<file path="config.mk">
export PLATFORM = sky130hd
export DESIGN_NAME = base64_line_wrapped_encoder_unit_flat
export DESIGN_NICKNAME = d
export VERILOG_FILES = /design/src/rtl/core/b64le_pkg.sv /design/src/rtl/core/b64le_stream_if.sv /design/src/rtl/core/b64le_encode.sv /design/src/rtl/core/base64_line_wrapped_encoder_unit.sv /design/src/flat_wrapper.sv
export SDC_FILE = /design/constraint.sdc
export NUM_CORES = 1
export LEC_CHECK = 0
export BUFFER_PORTS_ARGS = -buffer_cell sky130_fd_sc_hd__buf_2
export CAP_MARGIN = 30
export CORE_MARGIN = 2
export CORE_UTILIZATION = 65
export CTS_CLUSTER_DIAMETER = 80
export DETAILED_ROUTE_END_ITERATION = 12
export GPL_TIMING_DRIVEN = 0
export HOLD_SLACK_MARGIN = 0.02
export PLACE_DENSITY = 0.84
export SYNTH_ARGS = -nofsm -noshare
export SYNTH_HDL_FRONTEND = slang
export SYNTH_SLANG_ARGS = --single-unit
</file>
<file path="constraint.sdc">
create_clock -name clk -period 5.6 [get_ports clk]
set_clock_uncertainty 0.15 [all_clocks]
set_input_delay 0.28 -clock clk [delete_from_list [all_inputs] [get_ports clk]]
set_output_delay 0.28 -clock clk [all_outputs]
set_load 0.1 [all_outputs]
</file>
<file path="src/rtl/core/b64le_pkg.sv">
// Package for the line-wrapped base64 encoder: constants, types and the alphabet.
`timescale 1ns / 1ps
`default_nettype none
package b64le_pkg;

  // Line length in characters and the number of four-character groups per line
  localparam int LINE_CHARS      = 76;
  localparam int GROUPS_PER_LINE = LINE_CHARS / 4;
  localparam int GROUP_W         = $clog2(GROUPS_PER_LINE + 1);

  // Fixed characters
  localparam logic [7:0] CHAR_PAD = 8'd61;  // '='
  localparam logic [7:0] CHAR_CR  = 8'd13;
  localparam logic [7:0] CHAR_LF  = 8'd10;

  // Byte position inside its three-byte group
  localparam logic [1:0] PHASE_FIRST  = 2'd0;
  localparam logic [1:0] PHASE_SECOND = 2'd1;
  localparam logic [1:0] PHASE_THIRD  = 2'd2;

  // Encoder state carried from byte to byte
  typedef struct packed {
    logic [1:0]         phase;
    logic [3:0]         leftover;
    logic [GROUP_W-1:0] groups;
  } b64le_state_t;

  // Characters produced by one input byte, first character in slot 0
  typedef struct packed {
    logic [3:0][7:0] chars;
    logic [2:0]      cnt;
    logic            last;
  } b64le_burst_t;

  // Map a six-bit value to its base64 character
  function automatic logic [7:0] sextet_char(input logic [5:0] v);
    logic [7:0] v8;
    v8 = {2'b00, v};
    if (v < 6'd26) begin
      return 8'd65 + v8;
    end else if (v < 6'd52) begin
      return 8'd97 + v8 - 8'd26;
    end else if (v < 6'd62) begin
      return 8'd48 + v8 - 8'd52;
    end else if (v == 6'd62) begin
      return 8'd43;
    end else begin
      return 8'd47;
    end
  endfunction

endpackage
`default_nettype wire

</file>
<file path="src/rtl/core/b64le_stream_if.sv">
// Stream interfaces for the encoder: byte input channel and character output channel.
`timescale 1ns / 1ps
`default_nettype none
interface b64le_in_if;
  logic       valid;
  logic       ready;
  logic [7:0] data_byte;
  logic       last_byte;

  modport source (output valid, output data_byte, output last_byte, input ready);
  modport sink (input valid, input data_byte, input last_byte, output ready);
endinterface

interface b64le_out_if;
  logic       valid;
  logic       ready;
  logic [7:0] out_char;
  logic       last_char;

  modport source (output valid, output out_char, output last_char, input ready);
  modport sink (input valid, input out_char, input last_char, output ready);
endinterface
`default_nettype wire

</file>
<file path="src/rtl/core/b64le_encode.sv">
// Combinational encode of one byte: characters it releases and the next encoder state.
`timescale 1ns / 1ps
`default_nettype none
module b64le_encode
  import b64le_pkg::*;
(
  input  wire logic [7:0]   data_byte,
  input  wire logic         last_byte,
  input  wire b64le_state_t state_cur,
  output b64le_state_t      state_nxt,
  output b64le_burst_t      burst
);

  logic [GROUP_W-1:0] groups_inc;

  assign groups_inc = state_cur.groups + GROUP_W'(1);

  always_comb begin
    burst       = '0;
    burst.last  = last_byte;
    state_nxt   = state_cur;
    case (state_cur.phase)
      PHASE_SECOND: begin
        // Close the second sextet and keep four bits for the third, or pad the group on the last byte
        burst.chars[0]     = sextet_char({state_cur.leftover[1:0], data_byte[7:4]});
        burst.cnt          = 3'd1;
        state_nxt.leftover = data_byte[3:0];
        state_nxt.phase    = PHASE_THIRD;
        if (last_byte) begin
          burst.chars[1] = sextet_char({data_byte[3:0], 2'b00});
          burst.chars[2] = CHAR_PAD;
          burst.cnt      = 3'd3;
        end
      end
      PHASE_THIRD: begin
        // Finish the group and break the line when it is full
        burst.chars[0]     = sextet_char({state_cur.leftover, data_byte[7:6]});
        burst.chars[1]     = sextet_char(data_byte[5:0]);
        burst.cnt          = 3'd2;
        state_nxt.leftover = 4'd0;
        state_nxt.phase    = PHASE_FIRST;
        state_nxt.groups   = groups_inc;
        if (groups_inc >= GROUP_W'(GROUPS_PER_LINE)) begin
          burst.chars[2]   = CHAR_CR;
          burst.chars[3]   = CHAR_LF;
          burst.cnt        = 3'd4;
          state_nxt.groups = '0;
        end
      end
      default: begin
        // First byte of a group; an unused phase code acts the same
        burst.chars[0]     = sextet_char(data_byte[7:2]);
        burst.cnt          = 3'd1;
        state_nxt.leftover = {2'b00, data_byte[1:0]};
        state_nxt.phase    = PHASE_SECOND;
        if (last_byte) begin
          burst.chars[1] = sextet_char({data_byte[1:0], 4'b0000});
          burst.chars[2] = CHAR_PAD;
          burst.chars[3] = CHAR_PAD;
          burst.cnt      = 3'd4;
        end
      end
    endcase
    // End of message: clear the state so the next one starts a new group and line count
    if (last_byte) begin
      state_nxt = '0;
    end
  end

endmodule
`default_nettype wire

</file>
<file path="src/rtl/core/base64_line_wrapped_encoder_unit.sv">
// Top level of the streaming base64 encoder with CR LF after every full line.
//
//   channel  direction  beat payload                  handshake
//   in_s     in         data_byte[7:0], last_byte     valid/ready
//   out_m    out        out_char[7:0], last_char      valid/ready
//
// A byte beat lands in an input register, is encoded on its way into a burst
// register (up to four characters) and leaves one character per cycle while
// out_m.ready is high. Each byte yields one to four characters; a byte moves on
// to the burst register in the cycle its predecessor's last character leaves.
// rst_n (synchronous) clears the encoder state and both stage valid flags.
// A stalled output holds the burst; the input register then holds one byte.
`timescale 1ns / 1ps
`default_nettype none
module base64_line_wrapped_encoder_unit
  import b64le_pkg::*;
(
  input  wire logic     clk,
  input  wire logic     rst_n,
  b64le_in_if.sink      in_s,
  b64le_out_if.source   out_m
);

  logic         in_full_r;
  logic [7:0]   in_byte_r;
  logic         in_last_r;
  b64le_state_t state_r;
  b64le_state_t state_nxt;
  b64le_burst_t enc_burst;
  logic [3:0][7:0] chars_r;
  logic [2:0]   cnt_r;
  logic         last_r;
  logic         take;
  logic         burst_free;
  logic         move;

  // Handshake decisions
  assign take       = out_m.valid && out_m.ready;
  assign burst_free = (cnt_r == 3'd0) || ((cnt_r == 3'd1) && out_m.ready);
  assign move       = in_full_r && burst_free;
  assign in_s.ready = !in_full_r || move;

  // Hold the accepted byte until the burst register can take its characters
  always_ff @(posedge clk) begin
    if (!rst_n) begin
      in_full_r <= 1'b0;
    end else if (in_s.valid && in_s.ready) begin
      in_full_r <= 1'b1;
    end else if (move) begin
      in_full_r <= 1'b0;
    end
  end

  always_ff @(posedge clk) begin
    if (in_s.valid && in_s.ready) begin
      in_byte_r <= in_s.data_byte;
      in_last_r <= in_s.last_byte;
    end
  end

  b64le_encode u_encode (
    .data_byte (in_byte_r),
    .last_byte (in_last_r),
    .state_cur (state_r),
    .state_nxt (state_nxt),
    .burst     (enc_burst)
  );

  // Advance the encoder state as a byte moves into the burst register
  always_ff @(posedge clk) begin
    if (!rst_n) begin
      state_r <= '0;
    end else if (move) begin
      state_r <= state_nxt;
    end
  end

  // Load a new burst or shift out the character just delivered
  always_ff @(posedge clk) begin
    if (!rst_n) begin
      cnt_r <= 3'd0;
    end else if (move) begin
      cnt_r <= enc_burst.cnt;
    end else if (take) begin
      cnt_r <= cnt_r - 3'd1;
    end
  end

  always_ff @(posedge clk) begin
    if (move) begin
      chars_r <= enc_burst.chars;
      last_r  <= enc_burst.last;
    end else if (take) begin
      chars_r <= {8'h00, chars_r[3:1]};
    end
  end

  // Drive the output beat
  assign out_m.valid     = (cnt_r != 3'd0);
  assign out_m.out_char  = chars_r[0];
  assign out_m.last_char = last_r && (cnt_r == 3'd1);

  // A byte never overwrites characters still waiting to leave
  a_no_overwrite: assert property (@(posedge clk) disable iff (!rst_n)
    move |-> ((cnt_r == 3'd0) || ((cnt_r == 3'd1) && out_m.ready)))
    else $error("burst overwritten before delivery");

  // The burst never claims more than four characters
  a_cnt_range: assert property (@(posedge clk) disable iff (!rst_n)
    cnt_r <= 3'd4)
    else $error("burst count out of range");

  // The line group count wraps before reaching a full line
  a_groups_range: assert property (@(posedge clk) disable iff (!rst_n)
    state_r.groups < GROUP_W'(GROUPS_PER_LINE))
    else $error("group count past line length");

  // When the final character leaves, the encoder is back at a message start
  a_clean_end: assert property (@(posedge clk) disable iff (!rst_n)
    (take && out_m.last_char) |->
      ((state_r.phase == PHASE_FIRST) && (state_r.leftover == 4'd0) &&
       (state_r.groups == '0)))
    else $error("state not cleared at end of message");

endmodule
`default_nettype wire
</file>
<file path="src/flat_wrapper.sv">
// flat-port wrapper written by rule: the top's interface ports become plain ports
module base64_line_wrapped_encoder_unit_flat import b64le_pkg::*;
  (clk, rst_n, in_s_valid, in_s_data_byte, in_s_last_byte, in_s_ready, out_m_valid, out_m_out_char, out_m_last_char, out_m_ready);
  b64le_in_if in_s_i ();
  b64le_out_if out_m_i ();
  input  wire logic clk;
  input  wire logic rst_n;
  input wire logic [$bits(in_s_i.valid)-1:0] in_s_valid;
  input wire logic [$bits(in_s_i.data_byte)-1:0] in_s_data_byte;
  input wire logic [$bits(in_s_i.last_byte)-1:0] in_s_last_byte;
  output wire logic [$bits(in_s_i.ready)-1:0] in_s_ready;
  output wire logic [$bits(out_m_i.valid)-1:0] out_m_valid;
  output wire logic [$bits(out_m_i.out_char)-1:0] out_m_out_char;
  output wire logic [$bits(out_m_i.last_char)-1:0] out_m_last_char;
  input wire logic [$bits(out_m_i.ready)-1:0] out_m_ready;
  assign in_s_i.valid = in_s_valid;
  assign in_s_i.data_byte = in_s_data_byte;
  assign in_s_i.last_byte = in_s_last_byte;
  assign in_s_ready = in_s_i.ready;
  assign out_m_valid = out_m_i.valid;
  assign out_m_out_char = out_m_i.out_char;
  assign out_m_last_char = out_m_i.last_char;
  assign out_m_i.ready = out_m_ready;
  base64_line_wrapped_encoder_unit u_core (.clk(clk), .rst_n(rst_n), .in_s(in_s_i), .out_m(out_m_i));
endmodule
</file>
# Yosys cells after proc, flatten, opt, wreduce, memory -nomap -nowiden
# Cells that the tools add are included.
# Widths: inputs -> output; s select.
# totals
regBits,57
in_bits,13
out_inout_bits,11
elab_cells,124
# classes
addsub,32
order_cmp,19
eq_ne,7
mux,40
n_reduce_logical,14
# ops
operator,count
$mux 8,18
$add 7x6->8 const A,12
$lt 6x6->1 const B,12
$mux 32,2
$pmux 27 s2,1
$sub 7x6->8 const B,6
$sub 8x5->8 const B,6
$add 6x6->7 const A,6
$lt 6x5->1 const B,6
$eq 6x6->1 const B,4
$mux 3,8
$mux 22,1
$pmux 8 s2,1
$mux 14,1
$mux 12,1
$pmux 6 s2,1
$mux 11,1
$mux 5,2
$reduce_bool 2->1,3
$add 5x1->5 const B,1
$ge 5x5->1 const B,1
$logic_and 1x1->1,5
$eq 3x1->1 const B,1
$logic_not 3->1,1
other kinds (9),11

# Longest topological paths before layout
# logic_depth
word_depth,8
mapped_depth,10
depth_no_buf,8

# Hierarchy
# A second synthesis with hierarchy kept.
# unflattened
hier_cells,571
area_unflattened_um2,5038.6
# modules_own_cells
module,n_inst,cells_per_inst,area_per_inst_um2,seq_area_each_um2
b64le_encode,1,394,2534.9,0.0
base64_line_wrapped_encoder_unit,1,177,2503.7,1561.5

# Worst setup path after synthesis
# Ideal clock, no wire load.
# synth_timing
path_type,register -> register
start,reg u_core.cnt_r[0]
end,reg u_core.cnt_r[1]
setup_time_ps,120
arrival_time_ps,3904
t_required_ps,5330
slack_ps,1426
path_stages_with_launch,7
path_buffers,0
synth_period_minus_slack_ps,4174
cell_sequence,dfxtp_1 -> inv_1 -> ha_1 -> nand2b_1 -> o21ai_0 -> o21ai_0 -> o31a_1
# synth_via
elab_cells_between_ends,11
cone_classes,add/sub: 1; eq/ne: 1; mux: 2; reduce/logical: 7
# synth_lines
item,line,source
"start, declared",base64_line_wrapped_encoder_unit.sv:31,logic [2:0] cnt_r;
"start signal, assigned",base64_line_wrapped_encoder_unit.sv:83,cnt_r <= enc_burst.cnt;
"start signal, assigned",base64_line_wrapped_encoder_unit.sv:85,cnt_r <= cnt_r - 3'd1;
$reduce_bool 3->1,base64_line_wrapped_encoder_unit.sv:99,assign out_m.valid = (cnt_r != 3'd0);
via out_m_valid,flat_wrapper.sv:12,output wire logic [$bits(out_m_i.valid)-1:0] out_m_valid;
$logic_and 1x1->1,base64_line_wrapped_encoder_unit.sv:38,assign take = out_m.valid && out_m.ready;
$reduce_bool 2->1 (no line),--,
# The timed path passes the listed nets, and every way through them passes these cells. The select of a mux whose other input is x is not followed.
# A chain may end at the register's enable or synchronous reset.

# Final worst setup path
# layout_timing
start,reg u_core.in_byte_r[6]
end,reg u_core.chars_r (netlist bit u_core.out_m.out_char[4]) (data pin)
# layout_via
elab_chain_cells,7
elab_cells_between_ends,35
cone_classes,add/sub: 15; order compare: 9; mux: 11
# layout_lines
item,line,source
"start, declared",base64_line_wrapped_encoder_unit.sv:25,logic [7:0] in_byte_r;
"start signal, assigned",base64_line_wrapped_encoder_unit.sv:56,in_byte_r <= in_s.data_byte;
$add 6x6->7,b64le_pkg.sv:44,return 8'd48 + v8 - 8'd52;
$sub 7x6->8,b64le_pkg.sv:44,
$mux 8,b64le_pkg.sv:43,end else if (v < 6'd62) begin
$mux 8,b64le_pkg.sv:41,end else if (v < 6'd52) begin
$mux 8,b64le_pkg.sv:39,if (v < 6'd26) begin
$pmux 27 s2 (*),b64le_encode.sv:22,case (state_cur.phase)
$mux 32 (*),base64_line_wrapped_encoder_unit.sv:90,if (move) begin
"end signal, assigned",base64_line_wrapped_encoder_unit.sv:91,chars_r <= enc_burst.chars;
"end signal, assigned",base64_line_wrapped_encoder_unit.sv:94,"chars_r <= {8'h00, chars_r[3:1]};"
"end, declared",base64_line_wrapped_encoder_unit.sv:30,logic [3:0][7:0] chars_r;
# Mark *: on every way between the ends. The rest lies on a longest branch, timed or not.

==> impl_metrics.json <==
{
  "antenna_found_initial": 0,
  "route.detailed.wl_per_inst_um": 20.00,
  "final-seq-area_mm2": 0.001291,
  "route.detailed.drc": 0,
  "multiInputGateArea_mm2": 0.002506,
  "viasPerCell": 6.950,
  "synthFlopType": "edfxtp_1",
  "dr_wl_met2_um": 5698,
  "fill_cells": 482,
  "power.leakage_nw": 1.768,
  "syn-num-nets": 537,
  "crit_required_ps": 5590,
  "grt_pass1_vias": 3984,
  "clk_pin_slew_worst_paths_ps": 110,
  "diodes": 0,
  "criticalPathCategory": "reg2reg",
  "hold_end": "u_core.in_full_r",
  "met1_length_um": 4865,
  "htreeDepth": 2,
  "ys_seq_area_frac": 0.3125,
  "grt.total_usage": 0.3530,
  "drt-total-wl_um": 12300,
  "synth_edf_count": 33,
  "rows": 29,
  "crit_arrival_ps": 3800,
  "numCtsBuffers": 5,
  "ys_types": 70,
  "port_buffers": 23,
  "tns_ps": 0,
  "grt.overflow.total": 0,
  "worst_r2r_path_depth": 10,
  "rr_startpoint": "u_core.in_byte_r[6]",
  "grt_first_pass_wirelength_um": 19810,
  "worstSetupStartpointType": "register",
  "drt_iter0_drc": 445,
  "cts_buffer_depth": 2,
  "async_flop_share": 0,
  "finalSetupViolations": 0,
  "cts_sinks": 48,
  "mostFrequentLayoutCell": "nand2_1",
  "die_w_um": 83.73,
  "final_layout_size_suffix_gt1_frac": 0.1375,
  "ys.warnings.count": 0,
  "power_density_mw_per_mm2": 423.2,
  "tritoncts": "done",
  "start_util": 0.6620,
  "detail-route-antenna-nets": 0,
  "status": "finished, final reports clean",
  "wl_met3_um": 1067,
  "layout.nets": 578,
  "hpwl_um": 8857,
  "total_power_w": 0.001948,
  "grt_max_degree": 20,
  "dr.pass1.iters": 6,
  "die_h_um": 83.73,
  "netlist_area_mm2": 0.004131,
  "regToRegSetupSlack_ps": 1790,
  "cp-end-kind": "register",
  "tightestPinTransition_ps": 919.0,
  "slew_headroom": 0.3822,
  "post-route-period-util": 0.6803,
  "mostFrequentLayoutCells": "nand2_1 (47), buf_2 (35), edfxtp_1 (33)",
  "syn2layout_area_growth_pct": 11.39,
  "rr_endpoint": "u_core.out_m.out_char[4]",
  "synth_area_per_cell_um2": 8.330,
  "hold_path_class": "in2reg",
  "place_congestion": 0.9680,
  "ctsRootBufferMaster": "clkbuf_8",
  "hold_viol": 0,
  "routed.top_layer": "met4",
  "fin_crit_ps": 3810,
  "clk_latency_ps": 310,
  "die-area_mm2": 0.007010,
  "ys_seq_elements": 48,
  "hold_depth": 3,
  "vias": 4274,
  "max_freq_mhz": 262.5,
  "netlist_instances": 496,
  "min_from": "in_s_valid",
  "post_cts_buffers": 0,
  "ir_drop_uv": 493.0,
  "worst-path-max-fanout": 10,
  "cap_violations": 0,
  "core_area_mm2": 0.006241,
  "rsz0062_at_grt": "false",
  "drv_slew": 0,
  "ioPinCount": 24
}
[layout make-up]
type	instances	area share
Multi-Input combinational cell	374	0.5446
Inverter	32	0.02719
Timing Repair Buffer	34	0.05166
Tap cell	77	0.02094
Clock buffer	6	0.02039
Buffer	42	0.04622
Sequential cell	48	0.2806
Clock inverter	2	0.008429
[where the power goes]
part | total (W) | internal (W) | switching, W
logic | 0.00107 | 0.000306 | 0.000760
clock network | 0.000292 | 0.000162 | 0.000130
registers | 0.000588 | 0.000542 | 0.0000469
total | 0.00195 | 0.00101 | 0.000938
[synth_stat cells (8+ instances only)]
| cell | count | area share |
|---|---|---|
| a211oi_1 | 8 | 0.015 |
| a21oi_1 | 30 | 0.036 |
| buf_2 | 11 | 0.013 |
| buf_4 | 9 | 0.016 |
| clkbuf_1 | 20 | 0.018 |
| dfxtp_1 | 15 | 0.073 |
| edfxtp_1 | 33 | 0.24 |
| ha_1 | 28 | 0.085 |
| inv_1 | 28 | 0.025 |
| nand2_1 | 47 | 0.043 |
| nand2b_1 | 14 | 0.021 |
| nand3_1 | 28 | 0.034 |
| nand4_1 | 15 | 0.023 |
| nor2_1 | 21 | 0.019 |
| nor2b_1 | 8 | 0.012 |
| nor3_1 | 12 | 0.015 |
| o211ai_1 | 9 | 0.016 |
| o21ai_0 | 25 | 0.030 |
| xnor2_1 | 11 | 0.023 |
[what timing repair did]
action	in CTS	in global routing
hold buffers	9	0
hold endpoints to repair	9	0
gates resized for setup	0	0
[critical path, cell delays in order, from the launching register on]
cell and delay, ps:
edfxtp_1 430, clkbuf_1 410, clkbuf_1 440, inv_1 230, ha_1 350, nor2b_1 130, clkbuf_1 300, a21oi_1 90
o311ai_0 540, a221oi_1 250, o31ai_1 300
[worst max path at each step]
stage                        startpoint                  endpoint  slack, ps
global route        u_core.in_byte_r[6]  u_core.out_m.out_char[4]       1650
global placement        u_core.cnt_r[0]           u_core.cnt_r[1]       1540
CTS                 u_core.in_byte_r[6]  u_core.out_m.out_char[4]       1940
detailed placement  u_core.in_byte_r[6]  u_core.out_m.out_char[4]       1950
floorplan               u_core.cnt_r[0]           u_core.cnt_r[1]       1430
finish              u_core.in_byte_r[6]  u_core.out_m.out_char[4]       1790
[logic make-up after synthesis]
logic type / share of synthesized area
flip-flops: 0.3125
adder cells (fa/ha/maj): 0.08480
multiplexers: 0.02574
buffers and inverters: 0.08177
AO/OA/AOI/OAI: 0.2402
XOR/XNOR: 0.02544
AND/OR/NAND/NOR: 0.2296
[through the flow]
step / area, um^2 / worst slack, ps / util / hold slack (ps) / cells
CTS: 4602 / 1938 / 0.7374 / 69.78 / 615
global placement: 4343 / 1538 / 0.6959 / 303.3 / 596
finish: 4602 / 1790 / 0.7374 / 62.61 / 615
detailed placement: 4379 / 1953 / 0.7017 / 308.4 / 598
global route: 4602 / 1649 / 0.7374 / 74.08 / 615
floorplan: 4131 / 1426 / - / 228.9 / 496
[routing by layer]
layer | GRT usage | vias to the layer above
li1 | - | 1929
met1 | 0.4701 | 1985
met2 | 0.5607 | 301
met3 | 0.04451 | 59
met4 | 0.1906 | 0
met5 | 0 | -
[flip-flops by register name, indices dropped and copies added (netlist names)]
name,cells
u_core.chars_r,15
u_core.state_r,11
u_core.in_byte_r,8
u_core.out_m.out_char,8
u_core.cnt_r,3
u_core.in_full_r,1
u_core.in_last_r,1
u_core.last_r,1
(Power assumes the default switching activity.)
